<file path="src/rtl/sscm_pkg.sv">
// shared widths, register indexes, reset values and sideband type for the setting step block
package sscm_pkg;

  localparam int VALUE_BITS  = 8;
  localparam int NUM_POINTS  = 5;
  localparam int CURVE_BITS  = NUM_POINTS * VALUE_BITS;
  localparam int PROD_BITS   = 2 * VALUE_BITS;
  localparam int INDEX_BITS  = 3;
  localparam int DIV_STAGES  = PROD_BITS / 2;

  localparam logic [VALUE_BITS-1:0] VALUE_MAX = {VALUE_BITS{1'b1}};

  localparam logic [INDEX_BITS-1:0] REG_MIN_VALUE   = INDEX_BITS'(0);
  localparam logic [INDEX_BITS-1:0] REG_MAX_VALUE   = INDEX_BITS'(1);
  localparam logic [INDEX_BITS-1:0] REG_STEP_SIZE   = INDEX_BITS'(2);
  localparam logic [INDEX_BITS-1:0] REG_BREAKPOINTS = INDEX_BITS'(3);
  localparam logic [INDEX_BITS-1:0] REG_LEVELS      = INDEX_BITS'(4);

  localparam logic [VALUE_BITS-1:0] MIN_RESET  = VALUE_BITS'(0);
  localparam logic [VALUE_BITS-1:0] MAX_RESET  = VALUE_BITS'(100);
  localparam logic [VALUE_BITS-1:0] STEP_RESET = VALUE_BITS'(1);
  localparam logic [CURVE_BITS-1:0] CURVE_RESET = {
    VALUE_BITS'(100), VALUE_BITS'(75), VALUE_BITS'(50), VALUE_BITS'(25), VALUE_BITS'(0)
  };

  // fields that ride alongside the divider
  typedef struct packed {
    logic [VALUE_BITS-1:0] new_value;
    logic                  changed;
    logic [VALUE_BITS-1:0] base;
  } side_t;

endpackage

</file>
<file path="src/rtl/setting_step_with_curve_map.sv">
// setting step with saturation and five point piecewise-linear curve map
//
//  channel  signals                          direction  transfer when
//  req      go_up, current_value             in         req_valid && req_ready
//  rsp      new_value, changed, mapped_value out        rsp_valid && rsp_ready
//  cfg      cfg_index, cfg_wdata             in         cfg_wen
//
// one item enters per cycle while the output is not stalled; the stages in order:
// step, segment select, multiply, VALUE_BITS divider stages of two quotient bits, sum
// the divider pipeline sets the depth; each stage holds a valid bit
// rst clears valid bits and loads register reset values
// a stalled output holds; each stage moves whenever the next one is empty or moving
module setting_step_with_curve_map (
  input  logic                             clk,
  input  logic                             rst,
  input  logic                             cfg_wen,
  input  logic [sscm_pkg::INDEX_BITS-1:0]  cfg_index,
  input  logic [sscm_pkg::CURVE_BITS-1:0]  cfg_wdata,
  input  logic                             req_valid,
  output logic                             req_ready,
  input  logic                             go_up,
  input  logic [sscm_pkg::VALUE_BITS-1:0]  current_value,
  output logic                             rsp_valid,
  input  logic                             rsp_ready,
  output logic [sscm_pkg::VALUE_BITS-1:0]  new_value,
  output logic                             changed,
  output logic [sscm_pkg::VALUE_BITS-1:0]  mapped_value
);
  import sscm_pkg::*;

  localparam int VB = VALUE_BITS;

  logic [VB-1:0]         min_value;
  logic [VB-1:0]         max_value;
  logic [VB-1:0]         step_size;
  logic [CURVE_BITS-1:0] curve_breakpoints;
  logic [CURVE_BITS-1:0] curve_levels;

  always_ff @(posedge clk) begin
    if (rst) begin
      min_value         <= MIN_RESET;
      max_value         <= MAX_RESET;
      step_size         <= STEP_RESET;
      curve_breakpoints <= CURVE_RESET;
      curve_levels      <= CURVE_RESET;
    end else if (cfg_wen) begin
      case (cfg_index)
        REG_MIN_VALUE:   min_value         <= cfg_wdata[VB-1:0];
        REG_MAX_VALUE:   max_value         <= cfg_wdata[VB-1:0];
        REG_STEP_SIZE:   step_size         <= cfg_wdata[VB-1:0];
        REG_BREAKPOINTS: curve_breakpoints <= cfg_wdata;
        REG_LEVELS:      curve_levels      <= cfg_wdata;
        default: ;
      endcase
    end
  end

  // ---------------- stage 0: saturating step
  logic          s0_valid, s0_ready;
  logic [VB-1:0] s0_value;
  logic          s0_changed;
  logic [VB-1:0] step_next;

  always_comb begin
    logic [VB:0] sum;
    logic [VB:0] diff;
    step_next = current_value;
    sum  = {1'b0, current_value} + {1'b0, step_size};
    diff = {1'b0, current_value} - {1'b0, step_size};
    if (go_up) begin
      if (current_value < max_value) begin
        step_next = (sum > {1'b0, max_value}) ? max_value : sum[VB-1:0];
      end
    end else begin
      if (current_value > min_value) begin
        // borrow out means the step went below zero
        step_next = (diff[VB] || diff[VB-1:0] < min_value) ? min_value : diff[VB-1:0];
      end
    end
  end

  // ---------------- stage 1: segment select, span and distance
  logic          s1_valid, s1_ready;
  logic [VB-1:0] s1_span, s1_dist, s1_den;
  side_t         s1_side;

  logic [VB-1:0] pt_x [NUM_POINTS];
  logic [VB-1:0] pt_l [NUM_POINTS];
  for (genvar i = 0; i < NUM_POINTS; i++) begin : g_pts
    assign pt_x[i] = curve_breakpoints[i*VB +: VB];
    assign pt_l[i] = curve_levels[i*VB +: VB];
  end

  logic [VB-1:0] seg_span, seg_dist, seg_den, seg_base;

  always_comb begin
    logic [VB-1:0] v, xs, xe, ls, le;
    logic [VB:0]   w, d;
    logic          rising;
    v = (s0_value < pt_x[0]) ? pt_x[0] : s0_value;
    if (v < pt_x[1]) begin
      xs = pt_x[0]; xe = pt_x[1]; ls = pt_l[0]; le = pt_l[1];
    end else if (v < pt_x[2]) begin
      xs = pt_x[1]; xe = pt_x[2]; ls = pt_l[1]; le = pt_l[2];
    end else if (v < pt_x[3]) begin
      xs = pt_x[2]; xe = pt_x[3]; ls = pt_l[2]; le = pt_l[3];
    end else begin
      xs = pt_x[3]; xe = pt_x[4]; ls = pt_l[3]; le = pt_l[4];
    end
    w = {1'b0, xe} - {1'b0, xs};
    rising = le > ls;
    d = rising ? ({1'b0, v} - {1'b0, xs}) : ({1'b0, xe} - {1'b0, v});
    seg_span = rising ? (le - ls) : (ls - le);
    seg_dist = d[VB] ? '0 : d[VB-1:0];
    seg_den  = w[VB-1:0];
    seg_base = rising ? ls : le;
    // empty or reversed segment: result is the start level
    if (w[VB] || w == '0) begin
      seg_dist = '0;
      seg_den  = VB'(1);
      seg_base = ls;
    end
  end

  // ---------------- stage 2: product
  logic                 s2_valid, s2_ready;
  logic [PROD_BITS-1:0] s2_prod;
  logic [VB-1:0]        s2_den;
  side_t                s2_side;

  // ---------------- divider and output stage
  logic                 div_in_ready, div_valid, out_ready;
  logic [PROD_BITS-1:0] div_quo;
  side_t                div_side;

  assign out_ready = !rsp_valid || rsp_ready;
  assign s2_ready  = !s2_valid || div_in_ready;
  assign s1_ready  = !s1_valid || s2_ready;
  assign s0_ready  = !s0_valid || s1_ready;
  assign req_ready = s0_ready;

  always_ff @(posedge clk) begin
    if (rst) begin
      s0_valid <= 1'b0;
      s1_valid <= 1'b0;
      s2_valid <= 1'b0;
    end else begin
      if (s0_ready) s0_valid <= req_valid;
      if (s1_ready) s1_valid <= s0_valid;
      if (s2_ready) s2_valid <= s1_valid;
    end
    if (s0_ready) begin
      s0_value   <= step_next;
      s0_changed <= step_next != current_value;
    end
    if (s1_ready) begin
      s1_span           <= seg_span;
      s1_dist           <= seg_dist;
      s1_den            <= seg_den;
      s1_side.new_value <= s0_value;
      s1_side.changed   <= s0_changed;
      s1_side.base      <= seg_base;
    end
    if (s2_ready) begin
      s2_prod <= s1_span * s1_dist;
      s2_den  <= s1_den;
      s2_side <= s1_side;
    end
  end

  sscm_div u_div (
    .clk       (clk),
    .rst       (rst),
    .in_valid  (s2_valid),
    .in_ready  (div_in_ready),
    .dividend  (s2_prod),
    .divisor   (s2_den),
    .in_side   (s2_side),
    .out_valid (div_valid),
    .out_ready (out_ready),
    .quotient  (div_quo),
    .out_side  (div_side)
  );

  logic [PROD_BITS:0] level_sum;
  assign level_sum = (PROD_BITS+1)'(div_side.base) + (PROD_BITS+1)'(div_quo);

  always_ff @(posedge clk) begin
    if (rst) begin
      rsp_valid <= 1'b0;
    end else if (out_ready) begin
      rsp_valid <= div_valid;
    end
    if (out_ready) begin
      new_value    <= div_side.new_value;
      changed      <= div_side.changed;
      mapped_value <= (level_sum > (PROD_BITS+1)'(VALUE_MAX)) ? VALUE_MAX
                                                              : level_sum[VB-1:0];
    end
  end

endmodule

</file>
<file path="src/rtl/sscm_div.sv">
// pipelined restoring divider, two quotient bits per stage, with sideband
module sscm_div (
  input  logic                         clk,
  input  logic                         rst,
  input  logic                         in_valid,
  output logic                         in_ready,
  input  logic [sscm_pkg::PROD_BITS-1:0]  dividend,
  input  logic [sscm_pkg::VALUE_BITS-1:0] divisor,
  input  sscm_pkg::side_t              in_side,
  output logic                         out_valid,
  input  logic                         out_ready,
  output logic [sscm_pkg::PROD_BITS-1:0]  quotient,
  output sscm_pkg::side_t              out_side
);
  import sscm_pkg::*;

  logic                  vld [DIV_STAGES];
  logic                  rdy [DIV_STAGES+1];
  logic [VALUE_BITS-1:0] rem [DIV_STAGES];
  logic [PROD_BITS-1:0]  num [DIV_STAGES];
  logic [PROD_BITS-1:0]  quo [DIV_STAGES];
  logic [VALUE_BITS-1:0] den [DIV_STAGES];
  side_t                 sd  [DIV_STAGES];

  assign rdy[DIV_STAGES] = out_ready;
  assign in_ready  = rdy[0];
  assign out_valid = vld[DIV_STAGES-1];
  assign quotient  = quo[DIV_STAGES-1];
  assign out_side  = sd[DIV_STAGES-1];

  for (genvar k = 0; k < DIV_STAGES; k++) begin : g_stage
    logic                  src_vld;
    logic [VALUE_BITS-1:0] src_rem;
    logic [PROD_BITS-1:0]  src_num;
    logic [PROD_BITS-1:0]  src_quo;
    logic [VALUE_BITS-1:0] src_den;
    side_t                 src_sd;
    logic [VALUE_BITS-1:0] rem_next;
    logic [PROD_BITS-1:0]  num_next;
    logic [PROD_BITS-1:0]  quo_next;

    if (k == 0) begin : g_first
      assign src_vld = in_valid;
      assign src_rem = '0;
      assign src_num = dividend;
      assign src_quo = '0;
      assign src_den = divisor;
      assign src_sd  = in_side;
    end else begin : g_rest
      assign src_vld = vld[k-1];
      assign src_rem = rem[k-1];
      assign src_num = num[k-1];
      assign src_quo = quo[k-1];
      assign src_den = den[k-1];
      assign src_sd  = sd[k-1];
    end

    always_comb begin
      logic [VALUE_BITS:0]   trial;
      logic [VALUE_BITS-1:0] r;
      logic [PROD_BITS-1:0]  n;
      logic [PROD_BITS-1:0]  q;
      r = src_rem;
      n = src_num;
      q = src_quo;
      for (int j = 0; j < 2; j++) begin
        trial = {r, n[PROD_BITS-1]};
        n = {n[PROD_BITS-2:0], 1'b0};
        if (trial >= {1'b0, src_den}) begin
          trial = trial - {1'b0, src_den};
          q = {q[PROD_BITS-2:0], 1'b1};
        end else begin
          q = {q[PROD_BITS-2:0], 1'b0};
        end
        r = trial[VALUE_BITS-1:0];
      end
      rem_next = r;
      num_next = n;
      quo_next = q;
    end

    assign rdy[k] = !vld[k] || rdy[k+1];

    always_ff @(posedge clk) begin
      if (rst) begin
        vld[k] <= 1'b0;
      end else if (rdy[k]) begin
        vld[k] <= src_vld;
      end
      if (rdy[k]) begin
        rem[k] <= rem_next;
        num[k] <= num_next;
        quo[k] <= quo_next;
        den[k] <= src_den;
        sd[k]  <= src_sd;
      end
    end
  end

endmodule

</file>
<file path="config.mk">
export PLATFORM = sky130hd
export DESIGN_NAME = setting_step_with_curve_map
export DESIGN_NICKNAME = d
export VERILOG_FILES = /design/src/rtl/sscm_pkg.sv /design/src/rtl/setting_step_with_curve_map.sv /design/src/rtl/sscm_div.sv
export SDC_FILE = /design/constraint.sdc
export NUM_CORES = 1
export LEC_CHECK = 0
export BUFFER_PORTS_ARGS = -buffer_cell sky130_fd_sc_hd__buf_2
export CAP_MARGIN = 20
export CORE_ASPECT_RATIO = 1.4
export CORE_MARGIN = 2
export CORE_UTILIZATION = 40
export DETAILED_ROUTE_END_ITERATION = 8
export GPL_ROUTABILITY_DRIVEN = 1
export PLACE_DENSITY = 0.62
export SETUP_SLACK_MARGIN = 0.5
export SLEW_MARGIN = 10
export SYNTH_ARGS = -nofsm -noshare
export SYNTH_HDL_FRONTEND = slang
export SYNTH_SLANG_ARGS = --single-unit
export TNS_END_PERCENT = 1
</file>
<file path="constraint.sdc">
create_clock -name clk -period 8 [get_ports clk]
set_input_delay 1.6 -clock clk [delete_from_list [all_inputs] [get_ports clk]]
set_output_delay 1.6 -clock clk [all_outputs]
set_load 0.02 [all_outputs]
</file>
* Word-level counts from Yosys, hierarchy flattened
Memories as Yosys holds them, arrays and structs flattened.
Index checks and enable logic that the tools add are counted.
** Storage, ports and cells
- Register bits :: 216
- Latch bits :: 0
- Memory bits (writable) :: 512
- Bits in read-only memories :: 0
- Input bits :: 57
- Output and inout port bits :: 19
- Logic and storage cells :: 225
- Memories kept :: 6
** Operators by class
- $add $sub $neg :: 24
- $mul :: 1
- Div/mod/pow operators :: 0
- Magnitude comparators :: 26
- Equality and inequality tests :: 5
- Shifts and indexed selects :: 0
- Muxes and demuxes :: 96
- Bitwise logic cells :: 8
- Reduce and logical (&&, ||, !) cells :: 34
** Memories
- u_div.sd :: depth 8, width 17, read ports 8, clocked after memory_dff 0, wr ports 8, line sscm_div.sv:23 : side_t sd [DIV_STAGES];
- u_div.quo :: depth 8, width 16, read ports 8, clocked after memory_dff 0, wr ports 8, line sscm_div.sv:21 : logic [PROD_BITS-1:0] quo [DIV_STAGES];
- u_div.num :: depth 8, width 14, read ports 7, clocked after memory_dff 0, wr ports 8, line sscm_div.sv:20 : logic [PROD_BITS-1:0] num [DIV_STAGES];
- u_div.den :: depth 8, width 8, read ports 7, clocked after memory_dff 0, wr ports 8, line sscm_div.sv:22 : logic [VALUE_BITS-1:0] den [DIV_STAGES];
- u_div.rem :: depth 8, width 8, read ports 7, clocked after memory_dff 0, wr ports 8, line sscm_div.sv:19 : logic [VALUE_BITS-1:0] rem [DIV_STAGES];
- u_div.vld :: depth 8, width 1, read ports 8, clocked after memory_dff 0, wr ports 8, line sscm_div.sv:17 : logic vld [DIV_STAGES];
** Operators by type and width (number)
- 8-bit two-way mux :: 37
- 8-bit subtractor :: 17
- 9-bit by 8-bit >= comparator with 1-bit output :: 15
- 1-bit two-way mux :: 58
- 8-bit < comparator :: 6
- 8-bit by 8-bit subtractor with 9-bit output :: 4
- 8-bit by 16-bit adder with 17-bit output :: 1
- 17-bit by 8-bit > comparator with 1-bit output (second input constant) :: 1
- 8-bit > comparator :: 2
- 8-bit by 8-bit multiplier with 16-bit output :: 1
- 1-bit logical OR :: 14
- 1-bit logical NOT :: 12
- 2-bit AND reduction :: 5
- 8-bit by 8-bit adder with 9-bit output :: 1
- 9-bit by 8-bit > comparator with 1-bit output :: 1
- 9-bit logical NOT :: 1
- 9-bit two-way mux :: 1
- 1-bit by 8-bit >= comparator with 1-bit output :: 1
- 8-bit != test :: 1
- 1-bit OR :: 8
- 1-bit by 8-bit subtractor with 8-bit output :: 1
- 3-bit by 2-bit == test with 1-bit output (second input constant) :: 2
- 3-bit by 1-bit == test with 1-bit output (second input constant) :: 1
- 3-bit == test (second input constant) :: 1
- 2 further kinds :: 2

* Longest topological paths before layout
Gate-level depths: netlist of the first run.
- Depth in word-level cells :: 14
- Gate-level depth with buffers :: 35
- Depth with buffers taken out :: 32

* By module
A second synthesis of the first run with hierarchy kept.
** Unflattened totals
- Cell total of the unflattened synthesis :: 3015
- Area, all modules :: 33533.4 um2
** By module, submodules not included
- sscm_div :: times used 1, cells each 1273, area an instance 18098.6 um2, sequential area each 11531.1 um2
- setting_step_with_curve_map :: times used 1, cells each 1742, area an instance 15434.8 um2, sequential area each 5405.2 um2

* Worst setup path before layout of the first run
OpenSTA, ideal clock, no wires.
- Kind :: reg-to-reg
- Start :: reg curve_breakpoints[2]
- End :: reg s1_span[2] (data pin)
- Library setup time :: 259 ps
- Arrival :: 6737 ps
- Required time :: 7741 ps
- Setup slack :: 1004 ps
- Cell stages (with the launch flop) :: 34
- Path buffers :: 5
- Period minus slack after synthesis :: 6996 ps
- Cell sequence :: dfxtp_1 > inv_1 > ha_1 > a211oi_1 > o21a_4 > o21ai_2 > clkbuf_1 > o21ai_0 > ha_1 > a21oi_1 > o21ai_1 > or2_2 > buf_2 > o21ai_4 > buf_1 > mux2i_1 > nor2_1 > a21oi_1 > nor2_1 > a21oi_1 > inv_1 > ha_1 > inv_1 > nor2_1 > o21ai_0 > a21oi_1 > o21ai_0 > a21boi_0 > o21ai_0 > a21oi_1 > clkbuf_1 > clkbuf_1 > mux2i_1 > xnor2_1
** Between the ends
- Cells in the longest elaborated chain, start to end :: 8
- Elaborated cells on any way between the ends :: 15
- Classes of those cells :: 2 x add/sub; 5 x order compare; 8 x mux
** RTL lines
- start, declared :: line setting_step_with_curve_map.sv:36 : logic [CURVE_BITS-1:0] curve_breakpoints;
- start signal, assigned :: line setting_step_with_curve_map.sv:51 : REG_BREAKPOINTS: curve_breakpoints <= cfg_wdata;
- 8-bit < comparator :: line setting_step_with_curve_map.sv:100 : v = (s0_value < pt_x[0]) ? pt_x[0] : s0_value;
- 8-bit two-way mux * :: line setting_step_with_curve_map.sv:100
- 8-bit < comparator :: line setting_step_with_curve_map.sv:105 : end else if (v < pt_x[3]) begin
- 8-bit two-way mux :: line setting_step_with_curve_map.sv:105
- 8-bit two-way mux :: line setting_step_with_curve_map.sv:103 : end else if (v < pt_x[2]) begin
- 8-bit two-way mux :: line setting_step_with_curve_map.sv:101 : if (v < pt_x[1]) begin
- 8-bit subtractor / 8-bit > comparator (equally long branches) :: line setting_step_with_curve_map.sv:113, setting_step_with_curve_map.sv:111
- 8-bit two-way mux * :: line setting_step_with_curve_map.sv:113 : seg_span = rising ? (le - ls) : (ls - le);
- net seg_span[2] :: line setting_step_with_curve_map.sv:94 : logic [VB-1:0] seg_span, seg_dist, seg_den, seg_base;
- end signal, assigned :: line setting_step_with_curve_map.sv:157 : s1_span <= seg_span;
- end, declared :: line setting_step_with_curve_map.sv:84 : logic [VB-1:0] s1_span, s1_dist, s1_den;
Mark *: on every way through the listed nets, which the timed path passes. The rest lies on a longest branch.
A chain may end at the register's enable or synchronous reset.

* Final worst setup path of the first run
- Start :: reg curve_breakpoints[5]
- End :: reg s1_side[6] in the netlist's numbering (data pin)
** Between the ends
- Cells in the longest elaborated chain, start to end :: 10
- Elaborated cells on any way between the ends :: 23
- Classes of those cells :: 1 x add/sub; 5 x order compare; 15 x mux; 2 x reduce/logical
** RTL lines
- 8-bit < comparator :: line setting_step_with_curve_map.sv:100
- 8-bit two-way mux :: line setting_step_with_curve_map.sv:100
- 8-bit < comparator :: line setting_step_with_curve_map.sv:105
- 8-bit two-way mux :: line setting_step_with_curve_map.sv:105
- 8-bit two-way mux :: line setting_step_with_curve_map.sv:103
- 8-bit two-way mux :: line setting_step_with_curve_map.sv:101
- 8-bit by 8-bit subtractor with 9-bit output :: line setting_step_with_curve_map.sv:110 : w = {1'b0, xe} - {1'b0, xs};
- 9-bit logical NOT :: line setting_step_with_curve_map.sv:118 : if (w[VB] || w == '0) begin
- 1-bit logical OR :: line setting_step_with_curve_map.sv:118
- 8-bit two-way mux * :: line setting_step_with_curve_map.sv:118
- net seg_base[6] :: line setting_step_with_curve_map.sv:94
- end, declared :: line setting_step_with_curve_map.sv:85 : side_t s1_side;
Marked as above.

==> flow_metrics.py, run 1 <==
metrics = {
    "run_status": {
        "outcome": "complete, no violations",
    },
    "timing": {
        "timing.slew.headroom": 0.3330,
        "final.period_utilization": 0.8628,
        "finalCriticalPeriod_ns": 6.902,
        "setup-violations-final": 0,
        "hold-worst-slack_ns": 0.4080,
        "max_clock_freq_ghz": 0.1449,
        "report.final.hold_viol_count": 0,
        "tightest_slew_ns": 1.001,
        "maxSlewViolCount": 0,
        "rsz0062_at_grt": "yes",
        "clock-skew-final_ns": 0.04763,
        "setup_total_negative_slack_ns": 0,
    },
    "clocking": {
        "tritoncts_clock_tree": "done",
        "numCtsBuffers": 61,
        "cts.root.buffer_cell": "clkbuf_16",
        "clock_path_buffers": 3,
        "htreeDepth": 2,
        "clk_transition_reported_paths_ns": 0.06,
        "clock_latency_ns": 0.66,
        "tritoncts_num_sinks": 600,
    },
    "power": {
        "share_clk_of_total_power": 0.162,
        "power_report.internal_total_w": 0.01085,
        "power_density_mw_per_mm2": 483.9,
        "vdd_ir_drop_max_mv": 0.3973,
        "sw_ratio": 0.3936,
        "power.combinational.fraction": 0.546,
        "seq_power_share": 0.292,
        "switching_power_w": 0.007043,
        "p_leak_nw": 15.34,
        "p_total_w": 0.01789,
    },
    "synth": {
        "seq_area_frac_synth": 0.5142,
        "synth_seq_cells": 600,
        "post_synth_inst_count": 2960,
        "postSynth.topFlopCell": "edfxtp_1",
        "avgSynthCellArea_sq_um": 11.13,
        "synth-edff-count": 492,
        "synth_fp_nets": 3349,
        "yosysWarningCount": 0,
        "netlist_area_sq_mm": 0.03294,
        "async_reset_ff_frac": 0,
        "yosysUniqueCellTypes": 89,
    },
    "worst_hold_path": {
        "min_to": "u_div.sd[0][52]",
        "holdCritPathClass": "reg2reg",
        "min_from": "u_div.sd[0][35]",
        "hold_path_depth": 0,
    },
    "setup_path": {
        "startpoint_type": "register",
        "worst_r2r_startpoint": "curve_breakpoints[5]",
        "critical_path.reg2reg.endpoint": "s1_side[6]",
        "timing.setup.critical_path_class": "reg2reg",
        "crit_path_max_incr_delay_ns": 0.43,
        "end_kind": "register",
        "critPathRequiredTime_ns": 8.40,
        "critPathArrivalTime_ns": 7.30,
        "crit_path_max_fanout": 15,
        "reg2reg_slack_ns": 1.10,
        "cp_slowest_cell": "dfxtp_1",
        "rr_worst_depth": 28,
    },
    "routing": {
        "pre_antenna_drt_iters": 7,
        "wl_per_cell_um": 17.24,
        "initialDrtViolationCount": 884,
        "antenna_left": 0,
        "num_vias": 21390,
        "route.detailed.drc": 0,
        "vias_per_cell": 5.084,
        "detail_route.wirelength_um": 72520,
    },
    "die": {
        "floorplan.core_area_sq_mm": 0.08161,
        "die_area_sq_mm": 0.08469,
        "die_height_um": 343.5,
        "chipWidth_um": 246.5,
        "start_util": 0.4036,
        "design.portCount": 76,
        "fp-row-count": 124,
    },
    "global_route": {
        "first_global_vias": 21790,
        "grt_start_max_net_pins": 75,
        "globalRouteOverflowTotal": 0,
        "global_route_wire_length_before_repair_um": 113600,
        "gr-usage-all-layers": 0.1717,
        "antenna_found_initial": 0,
    },
    "cells_and_area": {
        "drive_above_1_share": 0.1052,
        "fin_cells": 4207,
        "antenna_cells": 0,
        "final_core_util": 0.4531,
        "finalNetCount": 3476,
        "most_used_cells_in_the_layout_excluding_fill_and_tap_cells": "492 x edfxtp_1, 333 x nand2_1, 282 x inv_1",
        "layout.cells.most_common": "edfxtp_1",
        "layout-area-overhead-vs-synth_pct": 12.27,
    },
    "placement": {
        "placement.io_buffers": 75,
        "gp_routability_congestion": 0.9175,
        "hpwlAfterDp_um": 56360,
        "dp_cells": 4088,
    },
    "job": {
        "cap_violations": 0,
    },
}
metal layers:
metal / GRT usage / wire length (um)
met1: 0.1716 / 26380
met5: 0 / 0
met2: 0.3346 / 39590
met3: 0.02161 / 1965
met4: 0.1024 / 4584
area by class of cell:
type | count | area [sq um]
clock inverters | 41 | 494.2
clock buffers | 71 | 1564
fillers | 7697 | 44630
inverters | 292 | 1096
repair buffers | 135 | 877.1
multi-input cells | 1997 | 14670
flip-flops and latches | 600 | 16940
well taps | 1071 | 1340
synthesized netlist by cell type, types with 11 or more instances:
master / instances / share of area
edfxtp_1: 492 / 0.45
clkbuf_1: 53 / 0.0060
a221o_1: 11 / 0.0033
a21o_1: 55 / 0.013
o21ai_0: 133 / 0.020
and2_1: 50 / 0.0095
a21boi_0: 12 / 0.0027
nand3_1: 19 / 0.0029
nand2_1: 337 / 0.038
nor3_1: 16 / 0.0024
fa_1: 56 / 0.034
ha_1: 276 / 0.10
nand2b_1: 46 / 0.0087
dfxtp_1: 108 / 0.066
inv_1: 286 / 0.033
nand4_1: 31 / 0.0059
o21a_1: 15 / 0.0034
a21oi_1: 237 / 0.036
xnor2_1: 78 / 0.021
nor2_1: 194 / 0.022
a211oi_1: 19 / 0.0043
or2_2: 11 / 0.0021
mux2i_1: 60 / 0.018
buf_1: 12 / 0.0014
mux2_2: 46 / 0.016
xor2_1: 46 / 0.012
nand3b_1: 29 / 0.0066
nor2b_1: 53 / 0.010
through the flow:
| stage | setup WS [ns] | area [sq um] |
|---|---|---|
| floorplan | 1.004 | 32940 |
| global placement | 0.5576 | 34780 |
| detailed placement | 0.5222 | 34800 |
| CTS | 0.5335 | 36850 |
| global route | 0.3883 | 36980 |
| finish | 1.098 | 36980 |
sequential cells by signal (all words and copies together) (netlist names), 16 cells and up:
signal,count
u_div.quo,72
u_div.rem,56
s1_side,17
curve_levels,40
curve_breakpoints,40
u_div.num,56
u_div.sd,136
s2_prod,16
u_div.den,56
s2_side,17
worst max-delay path: cells and delay by family (launching register included):
kind            cells  cell delay, ns
flops               1            0.43
mux                 2            0.41
fa+ha+maj           3            1.01
buf+inv             4            0.71
compound gates     14            2.81
simple gates        5            1.27
logic make-up (layout without fill, tap and decap cells):
kind of cell               Yosys count  after routing  synth area share
xor gates and xnor gates           124            124           0.03297
DFF                                600            600            0.5142
AOI/OAI and AO/OA                  602            602            0.1186
muxes                              107            107           0.03442
and+or+nand+nor                    831            831            0.1188
adders and majority gates          333            333            0.1392
buffers and inverters              363            539           0.04179
how the worst max path moves through the flow:
stage,to,slack (ns),cells past startpoint,startpoint
detailed placement,s1_dist[0],0.52,30,s0_value[7]
global placement,s1_dist[0],0.56,31,curve_breakpoints[5]
finish,s1_side[6],1.10,28,curve_breakpoints[5]
CTS,s1_dist[0],0.53,31,curve_breakpoints[5]
floorplan,s1_span[2],1.00,33,curve_breakpoints[2]
global route,s1_span[6],0.39,34,curve_breakpoints[2]
power groups by stage:
stage / combinational, W / sequential (W) / clock [W]
floorplan: 0.00740 / 0.00513 / 0
global placement: 0.00965 / 0.00528 / 0
detailed placement: 0.00975 / 0.00530 / 0
CTS: 0.00981 / 0.00524 / 0.00299
global route: 0.0110 / 0.00533 / 0.00309
finish: 0.00976 / 0.00523 / 0.00291
what timing repair did:
action | in CTS | in global routing
hold buffers | 0 | 0
hold endpoints to repair | 0 | 0
resized for setup | 0 | 9
endpoints found under the setup margin | 0 | 23
buffers inserted | 0 | 4
(Power assumes the default switching activity.)
==> run 2: changes to the inputs <==
--- a/config.mk
+++ b/config.mk
@@ -5,14 +5,15 @@
 export SDC_FILE = /design/constraint.sdc
 export NUM_CORES = 1
 export LEC_CHECK = 0
-export BUFFER_PORTS_ARGS = -buffer_cell sky130_fd_sc_hd__buf_2
+export ABC_AREA = 1
 export CAP_MARGIN = 20
-export CORE_ASPECT_RATIO = 1.4
+export CORE_ASPECT_RATIO = 0.8
 export CORE_MARGIN = 2
 export CORE_UTILIZATION = 40
 export DETAILED_ROUTE_END_ITERATION = 8
+export DONT_BUFFER_PORTS = 1
 export GPL_ROUTABILITY_DRIVEN = 1
-export PLACE_DENSITY = 0.62
+export PLACE_DENSITY = 0.61
 export SETUP_SLACK_MARGIN = 0.5
 export SLEW_MARGIN = 10
 export SYNTH_ARGS = -nofsm -noshare
==> flow_metrics.py, run 2 <==
metrics = {
    "timing": {
        "setup-violations-final": 0,
        "final.period_utilization": 0.8502,
        "timing.slew.headroom": 0.3947,
        "maxSlewViolCount": 0,
        "finalCriticalPeriod_ns": 6.802,
        "hold-worst-slack_ns": 0.3782,
        "rsz0062_at_grt": "no",
        "clock-skew-final_ns": 0.06034,
        "max_clock_freq_ghz": 0.1470,
        "report.final.hold_viol_count": 0,
        "tightest_slew_ns": 0.9037,
    },
    "clocking": {
        "post-cts-setup-buffer-count": 0,
        "tritoncts_num_sinks": 600,
        "tritoncts_clock_tree": "done",
        "clock_path_buffers": 3,
        "cts.root.buffer_cell": "clkbuf_16",
        "numCtsBuffers": 58,
        "htreeDepth": 2,
        "post_cts_repair_resize_count": 0,
        "clk_transition_reported_paths_ns": 0.06,
        "cts_hold_repair.buffers": 0,
        "clock_latency_ns": 0.65,
    },
    "placement": {
        "placement.io_buffers": 0,
        "dp_cells": 4304,
        "hpwlAfterDp_um": 54150,
        "gp_routability_congestion": 0.9359,
    },
    "die": {
        "die_height_um": 260,
        "design.portCount": 76,
        "floorplan.core_area_sq_mm": 0.08087,
        "start_util": 0.4052,
        "fp-row-count": 93,
        "die_area_sq_mm": 0.08424,
        "chipWidth_um": 324,
    },
    "routing": {
        "detail_route.wirelength_um": 70870,
        "pre_antenna_drt_iters": 9,
        "vias_per_cell": 4.967,
        "route.detailed.drc": 0,
        "num_vias": 21920,
        "wl_per_cell_um": 16.06,
        "initialDrtViolationCount": 1629,
        "antenna_left": 0,
    },
    "run_status": {
        "outcome": "complete, no violations",
    },
    "synth": {
        "seq_area_frac_synth": 0.5169,
        "synth-edff-count": 492,
        "post_synth_inst_count": 3273,
        "netlist_area_sq_mm": 0.03277,
        "yosys-top-cells-area": "edfxtp_1 45%, ha_1 11%, dfxtp_1 6.6%, inv_1 5.8%, nand2_1 5.8%",
        "yosysUniqueCellTypes": 58,
        "avgSynthCellArea_sq_um": 10.01,
        "synth.largest_area_cell": "edfxtp_1",
        "synth.top_cells.by_count": "508 x inv_1, 505 x nand2_1, 492 x edfxtp_1, 276 x ha_1, 266 x o21ai_0",
        "synth_adder_area_share": 0.1396,
        "yosys.cell_count.top_type": "inv_1",
        "synth_compound_gate_area_share": 0.1099,
        "synth_xor_area_frac": 0.03127,
        "postSynth.topFlopCell": "edfxtp_1",
        "synth_fp_nets": 3662,
        "yosys.area.top_type_share": 0.4509,
        "synth_simple_gate_area_share": 0.1291,
        "synth_top_family_by_area": "adder cells",
        "synth.mux.area_fraction": 0.001947,
        "async_reset_ff_frac": 0,
        "synth_seq_cells": 600,
        "yosysWarningCount": 0,
    },
    "setup_path": {
        "critPathRequiredTime_ns": 6.40,
        "timing.setup.critical_path_class": "in2out",
        "crit_path_max_fanout": 51,
        "critPathArrivalTime_ns": 5.20,
        "end_kind": "output pin",
        "rr_worst_depth": 27,
        "startpoint_type": "input port",
    },
    "cells_and_area": {
        "antenna_cells": 0,
        "largest-register": "u_div.sd",
        "reg_top3": "u_div.sd (136), u_div.quo (72)",
        "largest_register_ffs": 136,
        "layout-area-overhead-vs-synth_pct": 10.10,
        "finalNetCount": 3661,
        "most_used_cells_in_the_layout_excluding_fill_and_tap_cells": "500 x nand2_1, 499 x inv_1, 492 x edfxtp_1",
        "drive_above_1_share": 0.06261,
        "layout.cells.most_common": "nand2_1",
        "fin_cells": 4414,
    },
    "global_route": {
        "first_global_vias": 20690,
        "gr-usage-all-layers": 0.1714,
        "grt_start_max_net_pins": 71,
        "global_route_wire_length_before_repair_um": 114400,
        "globalRouteOverflowTotal": 0,
        "antenna_found_initial": 1,
    },
    "worst_hold_path": {
        "hold_path_depth": 0,
        "holdCritPathClass": "reg2reg",
    },
    "job": {
        "cap_violations": 0,
    },
}
[run 2: cells by family after synthesis]
group / after synthesis
DFF: 600
xor gates and xnor gates: 117
AOI/OAI and AO/OA: 642
adders and majority gates: 332
muxes: 6
buffers and inverters: 604
and+or+nand+nor: 972
[run 2: through the flow]
stage	instance area (sq um)	worst slack, ns	TNS, ns	utilization
finish	36080	1.198	0	0.4461
floorplan	32920	-0.1712	-0.1712	-
global route	36080	0.5880	0	0.4461
global placement	34080	1.157	0	0.4214
detailed placement	34110	1.077	0	0.4218
CTS	36070	1.058	0	0.4460
[run 2: worst max-delay path: stages]
cell	delay (ns)
nor2_4	0.12
inv_8	0.09
nor2_4	0.19
nand2_8	0.26
inv_6	0.17
nand2_8	0.23
nor2_4	0.26
clkinvlp_4	0.09
buf_4	0.31
nor2_4	0.27
nand2_8	0.25
inv_6	0.16
nand2_8	0.22
nor2_4	0.24
clkinvlp_4	0.13
nor2_4	0.13
clkinvlp_4	0.11
nor2_4	0.15
nand2_4	0.17
[run 2: metal layers]
metal | GRT usage | routed length (um)
met3 | 0.03769 | 4949
met4 | 0.03781 | 1333
met1 | 0.2637 | 35680
met2 | 0.2441 | 28910
met5 | 0 | 0
[run 2: layout make-up]
cell class / count / area [sq um]
clock inverter: 43 / 475.5
inverter: 517 / 1973
fill: 7585 / 44790
sequential: 600 / 16940
multi-input combinational: 2069 / 13630
tap: 1092 / 1366
clock buffer: 67 / 1485
timing repair buffer: 26 / 215.2
[run 2: worst paths after layout]
kind | startpoint | to | slack, ns
setup / recovery | rsp_ready | req_ready | 1.20
hold / removal | s1_den[4] | s2_den[4] | 0.38
setup reg to reg | s0_value[5] | s1_dist[7] | 1.26
hold reg to reg | s1_den[4] | s2_den[4] | 0.38
Power of run 2 is not shown: default switching activity piles up to over one toggle a cycle in this logic, so the estimate is an artifact.
==> run 3: changes to the inputs <==
--- a/config.mk
+++ b/config.mk
@@ -9,12 +9,12 @@
 export CAP_MARGIN = 20
 export CORE_ASPECT_RATIO = 0.8
 export CORE_MARGIN = 2
-export CORE_UTILIZATION = 40
+export CORE_UTILIZATION = 45
 export DETAILED_ROUTE_END_ITERATION = 8
 export DONT_BUFFER_PORTS = 1
 export GPL_ROUTABILITY_DRIVEN = 1
-export PLACE_DENSITY = 0.61
-export SETUP_SLACK_MARGIN = 0.5
+export PLACE_DENSITY = 0.67
+export SETUP_SLACK_MARGIN = 0.02
 export SLEW_MARGIN = 10
 export SYNTH_ARGS = -nofsm -noshare
 export SYNTH_HDL_FRONTEND = slang
==> flow_metrics.py, run 3 (same netlist as run 2, synthesis figures left out) <==
metrics = {
    "clocking": {
        "tritoncts_clock_tree": "done",
        "tritoncts_num_sinks": 600,
        "clk_transition_reported_paths_ns": 0.06,
        "post-cts-setup-buffer-count": 0,
        "clock_latency_ns": 0.64,
        "post_cts_repair_resize_count": 0,
        "cts.root.buffer_cell": "clkbuf_16",
        "clock_path_buffers": 3,
        "htreeDepth": 2,
        "numCtsBuffers": 58,
        "cts_hold_repair.buffers": 0,
    },
    "die": {
        "floorplan.core_area_sq_mm": 0.07212,
        "fp-row-count": 88,
        "die_area_sq_mm": 0.07501,
        "start_util": 0.4544,
        "die_height_um": 245.4,
        "chipWidth_um": 305.7,
        "design.portCount": 76,
    },
    "cells_and_area": {
        "largest-register": "u_div.sd",
        "final_core_util": 0.4982,
        "drive_above_1_share": 0.06325,
        "reg_top3": "u_div.sd (136), u_div.quo (72)",
        "most_used_cells_in_the_layout_excluding_fill_and_tap_cells": "500 x inv_1, 500 x nand2_1, 492 x edfxtp_1",
        "largest_register_ffs": 136,
        "antenna_cells": 0,
        "layout-area-overhead-vs-synth_pct": 9.645,
        "finalNetCount": 3659,
    },
    "routing": {
        "initialDrtViolationCount": 1769,
        "wl_per_cell_um": 16.46,
        "detail_route.wirelength_um": 70220,
        "route.detailed.drc": 0,
        "num_vias": 22060,
        "vias_per_cell": 5.173,
        "pre_antenna_drt_iters": 5,
        "antenna_left": 0,
    },
    "setup_path": {
        "cp_num_buf_inv": 7,
        "critPathRequiredTime_ns": 6.40,
        "critPathArrivalTime_ns": 5.20,
        "startpoint_type": "input port",
        "reg2reg_slack_ns": 1.38,
        "end_kind": "output pin",
        "timing.setup.critical_path_class": "in2out",
        "cp_slowest_cell": "buf_4",
        "cell_family_with_most_cp_delay": "simple AND/OR/NAND/NOR gates",
        "crit_path_cell_trace": "nor2_4 > inv_8 > nor2_4 > nand2_8 > inv_6 > nand2_8 > nor2_4 > clkinvlp_4 > buf_4 > nor2_4 > nand2_8 > inv_6 > nand2_8 > nor2_4 > clkinvlp_4 > nor2_4 > clkinvlp_4 > nor2_4 > nand2_4",
        "crit_path_max_incr_delay_ns": 0.31,
        "path_common_cell": "nor2_4",
        "crit_path_max_fanout": 51,
    },
    "timing": {
        "max_clock_freq_ghz": 0.1471,
        "clock-skew-final_ns": 0.02371,
        "timing.slew.headroom": 0.2903,
        "setup-violations-final": 0,
        "final.period_utilization": 0.8496,
        "maxSlewViolCount": 0,
        "report.final.hold_viol_count": 0,
        "setup_total_negative_slack_ns": 0,
        "hold-worst-slack_ns": 0.4082,
        "rsz0062_at_grt": "no",
        "tightest_slew_ns": 1.053,
        "finalCriticalPeriod_ns": 6.797,
    },
    "global_route": {
        "globalRouteOverflowTotal": 0,
        "global_route_wire_length_before_repair_um": 112700,
        "first_global_vias": 20860,
        "grt_start_max_net_pins": 95,
        "gr-usage-all-layers": 0.1885,
        "antenna_found_initial": 4,
    },
    "run_status": {
        "outcome": "complete, no violations",
    },
    "placement": {
        "placement.io_buffers": 0,
        "hpwlAfterDp_um": 52820,
        "gp_routability_congestion": 0.9360,
    },
    "job": {
        "cap_violations": 0,
    },
    "worst_hold_path": {
        "holdCritPathClass": "reg2reg",
    },
}
-- run 3: cell count changes in the layout (fill, tap and decap cells not counted), sizes merged --
| cell | before | now |
|---|---|---|
| bufinv | 8 | 9 |
| clkinv | 28 | 26 |
| buf | 26 | 24 |
| clkbuf | 67 | 65 |
| clkinvlp | 9 | 12 |
-- run 3: per-layer routing --
metal | GRT usage | part of all wire | wire, um
met5 | 0 | 0 | 0
met2 | 0.2777 | 0.42 | 29230
met3 | 0.03852 | 0.072 | 5031
met4 | 0.04115 | 0.016 | 1138
met1 | 0.2851 | 0.50 | 34820
-- run 3: layout make-up --
type                            instances  area [sq um]
Sequential cell                       600         16940
Tap cell                              945          1182
Fill cell                            6523         36190
Timing Repair Buffer                   24         200.2
Clock inverter                         45         519.2
Inverter                              517          1969
Clock buffer                           65          1499
Multi-Input combinational cell       2069         13620
-- run 3: worst register-to-register path, stage by stage, from the launching register on --
cell      delay [ns]
edfxtp_1        0.43
ha_1            0.31
a21oi_1         0.18
o21a_1          0.16
nand2_2         0.20
o21ai_0         0.84
ha_1            0.40
a21oi_1         0.16
nand2_2         0.09
nand2_4         0.12
nand2_4         0.25
inv_1           0.72
a211oi_1        0.11
o21a_1          0.23
ha_1            0.23
fa_1            0.39
o21ai_0         0.25
nand2_1         0.07
o311ai_0        0.10
nand2_1         0.11
inv_1           0.42
nand3_1         0.17
o21ai_0         0.10
inv_1           0.09
nand3_4         0.16
nor2_2          0.05
-- run 3: path summary, 6_finish.rpt --
kind / from / cells after the start / endpoint
max reg2reg: s0_value[5] / 25 / s1_dist[6]
max: rsp_ready / 19 / req_ready
min reg2reg: u_div.sd[0][2] / 0 / u_div.sd[0][19]
min: u_div.sd[0][2] / 0 / u_div.sd[0][19]
-- run 3: through the flow --
step / instance area, sq um / cells / setup slack (ns)
finish: 35930 / 4265 / 1.203
global route: 35930 / 4265 / 0.7026
CTS: 35900 / 4264 / 1.042
detailed placement: 33880 / 4154 / 1.045
global placement: 33880 / 4154 / 1.152
floorplan: 32920 / 3273 / -0.1712
Power of run 3 is left out for the same reason.
